## config.mk

```make
export PLATFORM = sky130hd
export DESIGN_NAME = wsjs_ctrl
export DESIGN_NICKNAME = d
export VERILOG_FILES = /design/src/hdl/wsjs_pkg.sv /design/src/hdl/wsjs_ctrl.sv
export SDC_FILE = /design/constraint.sdc
export NUM_CORES = 1
export LEC_CHECK = 0
export ABC_AREA = 1
export BUFFER_PORTS_ARGS = -buffer_cell sky130_fd_sc_hd__buf_2
export CAP_MARGIN = 20
export CORE_AREA = 3 3 40 42
export DETAILED_ROUTE_END_ITERATION = 12
export DIE_AREA = 0 0 43 45
export HOLD_SLACK_MARGIN = 0.08
export PLACE_DENSITY = 0.75
export REMOVE_ABC_BUFFERS = 1
export SLEW_MARGIN = 10
export SYNTH_ARGS = -nofsm -noshare
export SYNTH_HDL_FRONTEND = slang
export SYNTH_SLANG_ARGS = --single-unit
export TNS_END_PERCENT = 5
```

## constraint.sdc

```tcl
create_clock -name i_clk -period 1.74 [get_ports i_clk]
set_input_delay 0.261 -clock i_clk [delete_from_list [all_inputs] [get_ports i_clk]]
set_output_delay 0.261 -clock i_clk [all_outputs]
set_load 0.005 [all_outputs]
```

## src/hdl/wsjs_pkg.sv

```systemverilog
// ----------------------------------------------------------------------------
// wsjs_pkg
// Shared sizes, codes, pointer helpers and controller/datapath interface types.
// ----------------------------------------------------------------------------
`default_nettype none

package wsjs_pkg;

    localparam int unsigned MAX_WORKERS    = 8;
    localparam int unsigned DEQUE_DEPTH    = 64;
    localparam int unsigned OVERFLOW_DEPTH = 64;
    localparam int unsigned HANDLE_BITS    = 16;

    localparam int unsigned REQ_W   = 2;
    localparam int unsigned JOB_W   = 16;
    localparam int unsigned STAT_W  = 3;
    localparam int unsigned CFG_W   = 4;
    localparam int unsigned OUTS_W  = 16;
    localparam int unsigned STEAL_W = 32;
    localparam int unsigned WPORT_W = 3;

    localparam int unsigned WIDX_W = (MAX_WORKERS > 1) ? $clog2(MAX_WORKERS) : 1;
    localparam int unsigned NCNT_W = $clog2(MAX_WORKERS + 1);
    localparam int unsigned DQ_AW  = $clog2(DEQUE_DEPTH);
    localparam int unsigned DQ_PW  = $clog2(2 * DEQUE_DEPTH);
    localparam int unsigned OV_AW  = $clog2(OVERFLOW_DEPTH);
    localparam int unsigned OV_PW  = $clog2(2 * OVERFLOW_DEPTH);
    localparam int unsigned DQ_MAW = WIDX_W + DQ_AW;

    localparam logic [31:0] SEED_STEP = 32'h9e37_79b9;
    localparam logic [JOB_W-1:0] HANDLE_MASK = (HANDLE_BITS >= JOB_W) ? {JOB_W{1'b1}} :
        JOB_W'((64'd1 << HANDLE_BITS) - 64'd1);

    localparam logic [DQ_PW-1:0] DQ_WRAP_M1 = DQ_PW'(2 * DEQUE_DEPTH - 1);
    localparam logic [DQ_PW-1:0] DQ_DEP     = DQ_PW'(DEQUE_DEPTH);
    localparam logic [DQ_PW:0]   DQ_WRAP    = (DQ_PW + 1)'(2 * DEQUE_DEPTH);
    localparam logic [OV_PW-1:0] OV_WRAP_M1 = OV_PW'(2 * OVERFLOW_DEPTH - 1);
    localparam logic [OV_PW-1:0] OV_DEP     = OV_PW'(OVERFLOW_DEPTH);
    localparam logic [OV_PW:0]   OV_WRAP    = (OV_PW + 1)'(2 * OVERFLOW_DEPTH);

    typedef enum logic [REQ_W-1:0] {
        RQ_SUBMIT   = 2'd0,
        RQ_ACQUIRE  = 2'd1,
        RQ_COMPLETE = 2'd2,
        RQ_NONE     = 2'd3
    } t_req;

    typedef enum logic [STAT_W-1:0] {
        ST_PUSH_OWN  = 3'd0,
        ST_QUEUED_OV = 3'd1,
        ST_REJECTED  = 3'd2,
        ST_GOT_OWN   = 3'd3,
        ST_GOT_OV    = 3'd4,
        ST_STOLEN    = 3'd5,
        ST_NONE      = 3'd6,
        ST_COMPLETED = 3'd7
    } t_status;

    typedef struct packed {
        logic    latch;
        logic    dq_push;
        logic    ov_push;
        logic    dq_pop;
        logic    ov_pop;
        logic    steal;
        logic    scan_start;
        logic    scan_step;
        logic    cnt_inc;
        logic    cnt_dec;
        logic    set_status;
        t_status status;
        logic    load_job;
        logic    out_load;
    } t_cmd;

    typedef struct packed {
        t_req req;
        logic has_own;
        logic own_full;
        logic own_empty;
        logic ov_full;
        logic ov_empty;
        logic multi;
        logic scan_done;
        logic scan_skip;
        logic out_free;
    } t_dp_stat;

    function automatic logic [DQ_PW-1:0] dq_inc(input logic [DQ_PW-1:0] p);
        return (p == DQ_WRAP_M1) ? '0 : p + 1'b1;
    endfunction

    function automatic logic [DQ_PW-1:0] dq_dec(input logic [DQ_PW-1:0] p);
        return (p == '0) ? DQ_WRAP_M1 : p - 1'b1;
    endfunction

    function automatic logic [DQ_PW-1:0] dq_used(input logic [DQ_PW-1:0] b,
                                                  input logic [DQ_PW-1:0] t);
        logic [DQ_PW:0] s;
        s = (b >= t) ? ({1'b0, b} - {1'b0, t}) : ({1'b0, b} + DQ_WRAP - {1'b0, t});
        return s[DQ_PW-1:0];
    endfunction

    function automatic logic [DQ_AW-1:0] dq_slot(input logic [DQ_PW-1:0] p);
        logic [DQ_PW-1:0] s;
        s = (p >= DQ_DEP) ? p - DQ_DEP : p;
        return s[DQ_AW-1:0];
    endfunction

    function automatic logic [OV_PW-1:0] ov_inc(input logic [OV_PW-1:0] p);
        return (p == OV_WRAP_M1) ? '0 : p + 1'b1;
    endfunction

    function automatic logic [OV_PW-1:0] ov_used(input logic [OV_PW-1:0] tl,
                                                  input logic [OV_PW-1:0] hd);
        logic [OV_PW:0] s;
        s = (tl >= hd) ? ({1'b0, tl} - {1'b0, hd}) : ({1'b0, tl} + OV_WRAP - {1'b0, hd});
        return s[OV_PW-1:0];
    endfunction

    function automatic logic [OV_AW-1:0] ov_slot(input logic [OV_PW-1:0] p);
        logic [OV_PW-1:0] s;
        s = (p >= OV_DEP) ? p - OV_DEP : p;
        return s[OV_AW-1:0];
    endfunction

endpackage

`default_nettype wire

```

## src/hdl/wsjs_ctrl.sv

```systemverilog
// ----------------------------------------------------------------------------
// wsjs_ctrl
// Request sequencer: decide, victim scan, memory read wait, result hand-off.
// ----------------------------------------------------------------------------
`default_nettype none

module wsjs_ctrl (
    input  wire logic                i_clk,
    input  wire logic                i_rst_n,
    input  wire logic                i_in_valid,
    output logic                     o_in_stall,
    input  wire wsjs_pkg::t_dp_stat  i_stat,
    output wsjs_pkg::t_cmd           o_cmd
);

    typedef enum logic [4:0] {
        S_IDLE = 5'b00001,
        S_EVAL = 5'b00010,
        S_SCAN = 5'b00100,
        S_RD   = 5'b01000,
        S_FIN  = 5'b10000
    } t_state;

    t_state r_state;
    t_state n_state;

    always_ff @(posedge i_clk) begin
        if (!i_rst_n) begin
            r_state <= S_IDLE;
        end else begin
            r_state <= n_state;
        end
    end

    always_comb begin
        n_state      = r_state;
        o_cmd        = '0;
        o_cmd.status = wsjs_pkg::ST_NONE;
        unique case (r_state)
            S_IDLE: begin
                if (i_in_valid) begin
                    o_cmd.latch = 1'b1;
                    n_state     = S_EVAL;
                end
            end
            S_EVAL: begin
                n_state          = S_FIN;
                o_cmd.set_status = 1'b1;
                unique case (i_stat.req)
                    wsjs_pkg::RQ_SUBMIT: begin
                        if (i_stat.has_own && !i_stat.own_full) begin
                            o_cmd.dq_push = 1'b1;
                            o_cmd.cnt_inc = 1'b1;
                            o_cmd.status  = wsjs_pkg::ST_PUSH_OWN;
                        end else if (!i_stat.ov_full) begin
                            o_cmd.ov_push = 1'b1;
                            o_cmd.cnt_inc = 1'b1;
                            o_cmd.status  = wsjs_pkg::ST_QUEUED_OV;
                        end else begin
                            o_cmd.status  = wsjs_pkg::ST_REJECTED;
                        end
                    end
                    wsjs_pkg::RQ_ACQUIRE: begin
                        if (i_stat.has_own && !i_stat.own_empty) begin
                            o_cmd.dq_pop = 1'b1;
                            o_cmd.status = wsjs_pkg::ST_GOT_OWN;
                            n_state      = S_RD;
                        end else if (!i_stat.ov_empty) begin
                            o_cmd.ov_pop = 1'b1;
                            o_cmd.status = wsjs_pkg::ST_GOT_OV;
                            n_state      = S_RD;
                        end else if (i_stat.multi) begin
                            o_cmd.scan_start = 1'b1;
                            n_state          = S_SCAN;
                        end
                    end
                    wsjs_pkg::RQ_COMPLETE: begin
                        o_cmd.cnt_dec = 1'b1;
                        o_cmd.status  = wsjs_pkg::ST_COMPLETED;
                    end
                    default: begin
                        o_cmd.status = wsjs_pkg::ST_NONE;
                    end
                endcase
            end
            S_SCAN: begin
                if (i_stat.scan_done) begin
                    n_state = S_FIN;
                end else if (i_stat.scan_skip) begin
                    o_cmd.scan_step = 1'b1;
                end else begin
                    o_cmd.steal      = 1'b1;
                    o_cmd.set_status = 1'b1;
                    o_cmd.status     = wsjs_pkg::ST_STOLEN;
                    n_state          = S_RD;
                end
            end
            S_RD: begin
                o_cmd.load_job = 1'b1;
                n_state        = S_FIN;
            end
            S_FIN: begin
                if (i_stat.out_free) begin
                    o_cmd.out_load = 1'b1;
                    n_state        = S_IDLE;
                end
            end
            default: begin
                n_state = S_IDLE;
            end
        endcase
    end

    assign o_in_stall = (r_state != S_IDLE);

endmodule

`default_nettype wire

```

After elaboration in Yosys (flattened, before gate mapping)
Index checks and enable logic that the tools add are counted.
- reduce and logical (&&, ||, !) cells: 6
- equality and inequality tests: 11
- mux-type cells: 46
- operators with widths (kind ; count):
    2-to-1 mux 5 bit ; 8
    2-to-1 mux 1 bit ; 25
    one-hot mux 5 bit (5 select lines) ; 1
    2-to-1 mux 2 bit ; 6
    2-to-1 mux 4 bit ; 3
    one-hot mux 3 bit (3 select lines) ; 1
    one-hot mux 4 bit (2 select lines) ; 1
    equality test 5 x 1 -> 1 bit (second input constant) ; 1
    equality test 5 x 2 -> 1 bit (second input constant) ; 1
    equality test 5 x 3 -> 1 bit (second input constant) ; 1
    equality test 5 x 4 -> 1 bit (second input constant) ; 1
    equality test 5 bit (second input constant) ; 1
    != test 5 x 1 -> 1 bit (second input constant) ; 1
    != test 2 bit (second input constant) ; 2
    2-to-1 mux 3 bit ; 1
    != test 3 bit (second input constant) ; 1
    AND reduction 3 bit ; 1
    equality test 2 x 1 -> 1 bit (second input constant) ; 1
    equality test 2 bit (second input constant) ; 1
    logical AND 1 bit ; 2
    zero test 1 bit ; 2
    zero test 2 bit ; 1
- bits in registers: 5
- logic and storage cells: 64

Logic depth before layout (Yosys ltp)
Gate-level depths: netlist of the first run.
- depth in word-level cells: 5
- depth in mapped cells: 8
- gate-level depth less buffers: 8

Worst setup path after synthesis of the first run
OpenSTA, ideal clock, no wires.
- path type: reg-to-output
- from: register r_state[2]
- to: output o_cmd[13] in the netlist's numbering
- cell stages (with the launch flop): 6
- arrival time: 888 ps
- setup slack: 591 ps
- buffers on the path: 0
- required time: 1479 ps
- cells stage by stage: dfxtp_1 nor2_4 nand2_2 nor2_4 nand2_1 nor2_1
- RTL lines (element ; line ; text):
    start, declared ; wsjs_ctrl.sv:24 ; t_state r_state;
    start signal, assigned ; wsjs_ctrl.sv:31 ; r_state <= n_state;
    end, declared ; wsjs_ctrl.sv:13 ; output wsjs_pkg::t_cmd o_cmd

==> impl_metrics.ini, run 1 <==
[status]
outcome = complete, no violations

[final_layout]
antenna_cells_inserted = 0
registers.top_by_ff_count = r_state
final.fill_count = 138
final_net_count = 146
largest_register_ff_count = 5
drive_above_1_share_pct = 36.6
final_common_cell = buf_2
fin_area_um2 = 737
area.growth.synth_to_final_pct = 36.0
mostFrequentLayoutCells = 30 x buf_2, 23 x nand2_1, 17 x inv_1, 15 x nor2_1, 6 x nand3_1
layout_top_registers = r_state (5)

[timing]
final-max-slew-violation-count = 0
max_freq_mhz = 643
finalCriticalPeriod_ps = 1560
relSlewSlack_pct = 84.1
fin_setup_tns_ps = 0
timing_hold_violations_final = 0
post-route-period-util_pct = 89.4
endpoints_failing_setup = 0
finClkSkew_ps = 2.01
timing_worst_slew_pin_value_ps = 238
rsz0062_at_grt = false

[pwr]
design_power_total_mw = 0.362
areal_power_density_over_the_cells_nw_per_um2 = 491
p_sw_mw = 0.112
vdd.ir_drop.worst_v = 0.000517
power.share.clock_pct = 35.7
internal-power_mw = 0.250
power_leakage_nw = 0.472
power.share.sequential_pct = 35.3
sw_frac_of_total_pct = 30.9
share_comb_of_total_power_pct = 29.1

[critical_path]
timing.critical_path.required_ps = 1480
r2r_setup_slack_ps = 580
timing.critical_path.from_type = flop
path_max_fanout = 7
rr_startpoint = r_state[0]
start_point_of_the_critical_path = r_state[2]
worstPathArrival_ps = 1290
reg2regPathDepth = 6
worst-setup-path-type = reg2out
critPathCaptureType = output pin
rr_endpoint = r_state[0]

[grt]
number_of_antenna_violations_at_the_first_check_in_global_routing = 0
gr-total-overflow = 0
grt_first_pass_wirelength_um = 2040
track_usage_pct = 13.6
maximum_number_of_pins_on_one_net_before_global_route_repair = 8
number_of_global_route_vias_before_repair = 538

[clock_tree]
tritoncts = done
cts.sinks = 5
clock_latency_reported_for_the_late_side_of_the_worst_skew_pair_ps = 230
postCtsSetupBuffers = 0
ctsRootBufferMaster = clkbuf_4
cts_buffer_depth = 2
cts.hold.buffers_added = 0
cts.clk_slew.worst_paths_ps = 40
post_cts_resize_count = 0
htreeDepth = 1
numCtsBuffers = 3

[routing]
routed_via_density = 4.58
drt_wl_total_um = 1260
drt_pre_antenna_iters = 4
num_vias = 668
remaining_drc_errors = 0
route.detailed.wl_per_inst_um = 8.65
initialDrtViolationCount = 11
antenna_violating_nets_post_route = 0

[logic_synthesis]
synth.yosys.seq_area_share_pct = 18.5
synth_cells = 97
post_synth.cell_area_avg_um2 = 5.59
synth_cell_type_count = 18
syn-cell-area_um2 = 542
ys_seq_elements = 5
yosys_warnings = 0

[run]
timing.max_cap.violations = 0

[hold_path]
min_from = i_rst_n
timing.hold.worst_path_depth = 2
hp-class = in2reg
holdPathEnd = r_state[0]

[floorplan]
initial_utilization_pct = 42.2
ioPinCount = 31
fp.dieArea_um2 = 1940
die_width_um = 43
die_ht_um = 45
placeableCoreArea_um2 = 1280
rows = 13

[placed_design]
post_dp_cell_area_um2 = 711
routabilityCongestion = 0.750
detailedPlacementHpwl_um = 1120
io_buffer_count = 30
## cell families after synthesis
group,after synthesis,share of synthesized area (%)
simple gates,62,58.4
compound gates,8,7.85
buf+inv,22,15.2
flops,5,18.5
## critical path, stage by stage, from the launching register on
cell and delay, ps:
dfxtp_1 330, nor2_4 180, nand2_2 90, nor2_4 160, nand2_1 100, nand4_1 90, buf_2 110
## power groups by stage
stage	Sequential, mW	Combinational [mW]	Clock [mW]
after detailed placement	0.129	0.105	0
after global routing	0.128	0.120	0.142
after global placement	0.129	0.103	0
final	0.128	0.105	0.129
after floorplan	0.128	0.0667	0
after CTS	0.127	0.105	0.133
## synth_stat cells, drive strengths merged
library cell | count | area [um2]
inv | 22 | 82.6
o21bai | 1 | 7.51
o21ai | 3 | 15.0
nor3 | 4 | 25.0
nand2 | 24 | 92.6
nand4 | 7 | 56.3
nand3 | 7 | 40.0
a21oi | 4 | 20.0
nor2 | 20 | 103
dfxtp | 5 | 100
## how the worst max path moves through the flow
stage,to,slack (ps),cells after the start
after detailed placement,o_cmd[2],420,6
after global routing,o_cmd[3],50,7
after CTS,o_cmd[2],170,6
after global placement,o_cmd[2],410,6
after floorplan,o_cmd[13],590,5
final,o_cmd[2],180,6
## metal layers
layer / wire, um / track usage, % / vias up
met5: 0 / 0 / -
met4: 0 / 3.61 / 0
met3: 93 / 2.79 / 0
met2: 587 / 23.1 / 20
met1: 583 / 17.6 / 275
li1: - / - / 373
## layout make-up
type | instances | area [um2] | share of cell area (%)
well taps | 15 | 18.8 | 2.55
clock buffers | 4 | 26.3 | 3.57
multi-input cells | 70 | 359 | 48.7
inverters | 22 | 82.6 | 11.2
flip-flops and latches | 5 | 100 | 13.6
repair buffers | 30 | 150 | 20.4
## per-stage QoR
step	std cells	util [%]	setup WS, ps	hold WS (ps)
4_1_cts	146	57.4	170	211
2_1_floorplan	97	-	591	330
5_1_grt	146	57.4	45.7	218
3_5_place_dp	142	55.3	425	458
6_report	146	57.4	184	216
3_3_place_gp	142	55.3	413	457
Note: power is estimated with default switching activity, not from simulation.
==> run 2: changes to the inputs <==
--- a/config.mk
+++ b/config.mk
@@ -6,7 +6,7 @@
 export NUM_CORES = 1
 export LEC_CHECK = 0
 export ABC_AREA = 1
-export BUFFER_PORTS_ARGS = -buffer_cell sky130_fd_sc_hd__buf_2
+export BUFFER_PORTS_ARGS = -buffer_cell sky130_fd_sc_hd__clkbuf_2
 export CAP_MARGIN = 20
 export CORE_AREA = 3 3 40 42
 export DETAILED_ROUTE_END_ITERATION = 12
==> impl_metrics.ini, run 2 (synthesized netlist as in run 1, its figures left out) <==
[status]
outcome = complete, no violations

[routing]
drt_pre_antenna_iters = 4
antenna_violating_nets_post_route = 0
remaining_drc_errors = 0
num_vias = 708
routed_via_density = 4.85
route.detailed.wl_per_inst_um = 9.42
initialDrtViolationCount = 10
drt_wl_total_um = 1380

[timing]
final-max-slew-violation-count = 0
finalWorstSetupSlack_ps = 160
post-route-period-util_pct = 90.8
endpoints_failing_setup = 0
relSlewSlack_pct = 83.1
timing_worst_slew_pin_value_ps = 253
rsz0062_at_grt = false
finalCriticalPeriod_ps = 1580
max_freq_mhz = 633
timing_hold_violations_final = 0
fin_setup_tns_ps = 0
finClkSkew_ps = 4.35

[critical_path]
path_cells = nor2_4 -> nand2_2 -> nor2_4 -> nand3_1 -> nand4_1 -> clkbuf_2
timing.critical_path.required_ps = 1480
critical_path.top_delay_family = simple AND/OR/NAND/NOR gates
timing.critical_path.from_type = flop
critPathCaptureType = output pin
cpMostUsedCell = nor2_4
crit_slowest_cell = dfxtp_1
critical-path-max-stage-delay_ps = 330
worst-setup-path-type = reg2out
worstPathArrival_ps = 1320
worstPathBufferInverterCount = 1
path_max_fanout = 7

[clock_tree]
cts.clk_slew.worst_paths_ps = 40
cts.hold.buffers_added = 0
postCtsSetupBuffers = 0
tritoncts = done
cts_buffer_depth = 2
htreeDepth = 1
cts.sinks = 5
numCtsBuffers = 3
ctsRootBufferMaster = clkbuf_4
post_cts_resize_count = 0
clock_latency_reported_for_the_late_side_of_the_worst_skew_pair_ps = 240

[final_layout]
antenna_cells_inserted = 0
final.fill_count = 143
largest_register_ff_count = 5
mostFrequentLayoutCells = 30 x clkbuf_2, 23 x nand2_1, 17 x inv_1, 15 x nor2_1, 6 x nand3_1
layout_top_registers = r_state (5)
final_net_count = 146
area.growth.synth_to_final_pct = 36.0
registers.top_by_ff_count = r_state
final_common_cell = clkbuf_2
drive_above_1_share_pct = 36.6

[grt]
number_of_global_route_vias_before_repair = 605
grt_first_pass_wirelength_um = 2300
track_usage_pct = 15.7
gr-total-overflow = 0
number_of_antenna_violations_at_the_first_check_in_global_routing = 0
maximum_number_of_pins_on_one_net_before_global_route_repair = 8

[floorplan]
die_ht_um = 45
fp.dieArea_um2 = 1940
ioPinCount = 31
rows = 13
placeableCoreArea_um2 = 1280
initial_utilization_pct = 42.2
die_width_um = 43

[placed_design]
detailedPlacementHpwl_um = 1210
placement.setup.worst_slack_ps = 399
io_buffer_count = 30
routabilityCongestion = 0.759

[pwr]
vdd.ir_drop.worst_v = 0.000476
power.share.clock_pct = 35.9
power.share.sequential_pct = 35.0
sw_frac_of_total_pct = 31.4
areal_power_density_over_the_cells_nw_per_um2 = 494
design_power_total_mw = 0.364
share_comb_of_total_power_pct = 29.1
internal-power_mw = 0.250
power_leakage_nw = 0.465
p_sw_mw = 0.114

[run]
timing.max_cap.violations = 0

[hold_path]
hp-class = in2reg
-- run 2: changes by cell type in the layout (fill, tap and decap cells not counted), sizes merged --
cell and delta:
clkbuf +30, buf -30
-- run 2: stage by stage --
step           instance area, um2  hold WS (ps)  util, %  cells
2_1_floorplan                 542           330        -     97
3_3_place_gp                  711           446     55.3    142
3_5_place_dp                  711           446     55.3    142
4_1_cts                       737           198     57.4    146
5_1_grt                       737           192     57.4    146
6_report                      737           201     57.4    146
-- run 2: layer usage --
metal  vias to the layer above  wire, um  GRT usage, %  share of wire, %
li1                        376         -             -                 -
met1                       308       598          19.0                43
met2                        22       664          26.6                48
met3                         2       102          2.39               7.4
met4                         0        10          9.04              0.73
met5                         -         0             0                 0
-- run 2: area by class of cell --
class | instances | area (um2) | area share [%]
multi-input combinational | 70 | 359 | 48.7
clock buffer | 4 | 26.3 | 3.57
inverter | 22 | 82.6 | 11.2
timing repair buffer | 30 | 150 | 20.4
sequential | 5 | 100 | 13.6
tap | 15 | 18.8 | 2.55
-- run 2: worst paths after layout --
| check | from | cells after the start | slack (ps) | end |
|---|---|---|---|---|
| setup / recovery | r_state[2] | 6 | 160 | o_cmd[2] |
| hold / removal | i_rst_n | 2 | 200 | r_state[0] |
| setup reg to reg | r_state[0] | 6 | 580 | r_state[0] |
| hold reg to reg | r_state[0] | 2 | 580 | r_state[1] |
-- run 2: power by group through the flow --
stage | sequential [mW] | clock [mW] | combinational, mW
after global routing | 0.129 | 0.150 | 0.121
after floorplan | 0.128 | 0 | 0.0667
after CTS | 0.127 | 0.134 | 0.106
after detailed placement | 0.129 | 0 | 0.106
final | 0.127 | 0.131 | 0.106
after global placement | 0.129 | 0 | 0.104
